**config.mk**
```make
export PLATFORM = sky130hd
export DESIGN_NAME = pif_ram
export DESIGN_NICKNAME = d
export VERILOG_FILES = /design/src/rtl/core/pif_ram.sv
export SDC_FILE = /design/constraint.sdc
export NUM_CORES = 1
export LEC_CHECK = 0
export BUFFER_PORTS_ARGS = -buffer_cell sky130_fd_sc_hd__buf_4
export CORE_UTILIZATION = 35
export DETAILED_ROUTE_END_ITERATION = 12
export PLACE_DENSITY = 0.55
export SLEW_MARGIN = 10
export SYNTH_ARGS = -nofsm -noshare
export SYNTH_HDL_FRONTEND = slang
export SYNTH_SLANG_ARGS = --single-unit
```
**constraint.sdc**
```tcl
create_clock -name clk -period 4.15 [get_ports clk]
set_input_delay 0.415 -clock clk [delete_from_list [all_inputs] [get_ports clk]]
set_output_delay 0.415 -clock clk [all_outputs]
set_load 0.01 [all_outputs]
```
**src/rtl/core/pif_ram.sv**
```systemverilog
// ----------------------------------------------------------------------------
// pif_ram
// generic single-write, single-read ram with registered read data
// ----------------------------------------------------------------------------
module pif_ram
#(
    parameter int WIDTH = 32,
    parameter int DEPTH = 16
)
(
    input  logic                     clk,
    input  logic                     we,
    input  logic [$clog2(DEPTH)-1:0] waddr,
    input  logic [WIDTH-1:0]         wdata,
    input  logic                     re,
    input  logic [$clog2(DEPTH)-1:0] raddr,
    output logic [WIDTH-1:0]         rdata
);

    logic [WIDTH-1:0] mem [DEPTH];

    always_ff @(posedge clk)
    begin
        if (we)
        begin
            mem[waddr] <= wdata;
        end
        if (re)
        begin
            rdata <= mem[raddr];
        end
    end

endmodule

```
### After elaboration in Yosys (flattened, before gate mapping)

Memories as Yosys holds them, arrays and structs flattened. A register that Yosys moved wholly into a read port is not among the register bits.
Index checks and enable logic that the tools add are counted.

| operators by class | value |
|---|---|
| muxes and demuxes | 2 |

Operators by type and width:

| operator | number |
|---|---|
| $mux W1 | 2 |

| storage, ports and cells | value |
|---|---|
| register bits after elaboration | 0 |
| RAM bits | 512 |
| input port bits | 43 |
| logic and storage cells | 3 |
| memories | 1 |

Memories:

| memory | depth | bits a word | read ports | clocked after memory_dff | wr ports | RTL line | source |
|---|---|---|---|---|---|---|---|
| mem | 16 | 32 | 1 | 1 | 1 | 20 | `logic [WIDTH-1:0] mem [DEPTH];` |

### Longest topological paths before layout

| depth | value |
|---|---|
| word-level depth | 2 |
| mapped depth | 5 |
| gate-level depth less buffers | 3 |

### Least setup slack after synthesis

No wires, ideal clock.

| path | value |
|---|---|
| kind | input to register |
| from | input port waddr[2] |
| to | memory mem[0][0] (enable) |
| data arrival time | 3.133 ns |
| required time | 3.689 ns |
| setup slack | 0.555 ns |
| cell stages on the path | 2 |
| buffers on the path | 0 |
| cells stage by stage | or3b_2 -> nor3_1 |

RTL lines:

| what | RTL line | source |
|---|---|---|
| from (decl) | 13 | `input logic [$clog2(DEPTH)-1:0] waddr,` |
| to (decl) | 20 |  |

No word-level cell before the write port.

==> results_dict.tcl <==
set metrics [dict create \
    outcome "completed" \
    dr.pass1.iters 5 \
    skew_ns 0.0218 \
    start_util_pct 35.6 \
    dieWidth_um 242 \
    fin_crit_sh_pct 46.1 \
    crit_arrival_ns 2.23 \
    grt_max_degree 129 \
    synth_cell_type_count 17 \
    track_usage_pct 15.3 \
    slew_headroom_pct 29.6 \
    synth_top_area_cell "edfxtp_1" \
    path_max_fanout 47 \
    critPathLaunchType "input pin" \
    syn_nets 881 \
    reg2reg_from "mem[3][29]" \
    synthToLayoutAreaGrowth_pct 16.5 \
    min-delay-start "wdata[21]" \
    hold_path_class "input pin to register" \
    rsz0062_at_grt "false" \
    crit_type "input pin to register" \
    clockRootBuffer "clkbuf_16" \
    slew_violations 0 \
    met2_usage_pct 23.9 \
    finalHoldViolCount 0 \
    grt_antenna_before_repair 2 \
    busiest_layer "met2" \
    cts_tree "built" \
    ant_nets 0 \
    port_buffers 74 \
    cts_buffers 55 \
    fin_crit_ns 1.91 \
    hpwl_um 21600 \
    async_flop_share_pct 0 \
    routed_wl_um 44300 \
    viasPerCell 5.21 \
    ys_top_cells_by_area "edfxtp_1, mux4_2, a22oi_1" \
    grtUsageMet3_pct 2.57 \
    fin_area_um2 23500 \
    cts_setup_buffers 0 \
    holdBufCountCts 0 \
    drive_gt1_share_pct 32.2 \
    grt_use_met1_pct 22.4 \
    ctsHtreeMaxLevel 2 \
    whs_ns 0.124 \
    yosys_warnings 0 \
    fin_util_pct 41.4 \
    cts_resized 0 \
    pwr_density_cell_nw_per_um2 486 \
    endpoint_kind "register" \
    netlist_instances 838 \
    place_area_um2 21800 \
    drv_cap 0 \
    clock_sinks 544 \
    gp_congestion 0.664 \
    coreArea_um2 56700 \
    rows 87 \
    avgSynthCellArea_um2 24.1 \
    fill_cells 4854 \
    totalNegativeSetupSlack_ns 0 \
    synth_commonest_cells "edfxtp_1, mux4_2, a22oi_1" \
    synthFlopType "edfxtp_1" \
    ys_seq_area_share_pct 81.0 \
    startpoint "raddr[0]" \
    cp.required_ns 4.47 \
    clock_latency_ns 0.59 \
    ys_ff_latch 544 \
    vias 9119 \
    worst_pin_slew_ns 1.05 \
    io_pins 75 \
    clk_pin_slew_ns 0.06 \
    max_freq_mhz 523 \
    synth-edff-count 544 \
    drc 0 \
    syn_area_um2 20200 \
    p_total_w 0.0114 \
    chipHeight_um 242 \
    vdd_ir_drop_max_v 0.000328 \
    nets 997 \
    drt-wirelength-per-cell_um 25.3 \
    dr.first_iter.drc_count 915 \
    synth_top_area_share_pct 81.0 \
    grt_pass1_vias 9601 \
    synth.most_common_cell "edfxtp_1" \
    p_leak_nw 7.40 \
    setup_viol 0 \
    dieArea_um2 58600 \
    cts_buffer_depth 3 \
    grt_pass1_wl_um 65500 \
    gr-total-overflow 0 \
]
-- worst max-delay path, stage by stage --
cell	delay, ns
clkbuf_8	0.45
buf_12	0.44
mux4_2	0.56
a22oi_1	0.21
nand2_1	0.09
-- per-layer routing --
layer | vias up | part of all wire (%)
met5 | - | 0
met4 | 0 | 1.7
met3 | 65 | 5.5
met2 | 274 | 47
met1 | 4942 | 46
li1 | 3838 | -
-- path summary, 6_finish.rpt --
| path | slack, ns | end | depth (start not counted) |
|---|---|---|---|
| worst max-delay path | 2.24 | rdata[17] | 5 |
| worst min-delay path | 0.12 | mem[10][21] | 1 |
| worst max register to register | 2.68 | rdata[29] | 3 |
| worst min register to register | 0.74 | rdata[29] | 3 |
-- flip-flops by register name (all words and copies together) (netlist names) --
register,count
mem,512
rdata,32
-- area by class of cell --
type	instances	area [um2]	area share, %
Sequential cell	544	16300	69.5
Tap cell	756	946	4.02
Multi-Input combinational cell	251	3750	16.0
Clock inverter	23	181	0.772
Timing Repair Buffer	102	797	3.39
Clock buffer	73	1490	6.32
Antenna cell	2	5.00	0.0213
-- stage by stage --
step / std cells / setup WS (ns)
after detailed placement: 1653 / 1.57
after CTS: 1749 / 2.20
after floorplan: 838 / 0.555
final: 1751 / 2.24
after global routing: 1749 / 2.05
after global placement: 1653 / 1.58
-- layout by cell type (no fill, tap or decap), drive strengths merged --
cell,count
nand3,1
clkinvlp,2
and2,1
a22oi,64
edfxtp,544
nor3,4
nor2,13
clkbuf,74
diode,2
buf,101
nand3b,2
bufinv,3
mux4,128
nand2b,2
clkinv,18
or3b,1
nor2b,2
nand2,33
-- kinds of logic (layout without fill, tap and decap cells) --
family | count (synthesis) | in the layout | synth area share [%]
flops | 544 | 544 | 81.0
buf+inv | 43 | 198 | 1.10
compound gates | 64 | 64 | 2.38
other cells | 0 | 2 | 0
mux | 128 | 128 | 14.3
simple gates | 59 | 59 | 1.25
-- power breakdown --
part | leakage [nW] | switching (W) | internal (W)
clock network | 0.809 | 0.00196 | 0.00268
logic | 1.65 | 0.000322 | 0.000239
registers | 4.94 | 0.0000364 | 0.00619
(Power assumes the default switching activity.)
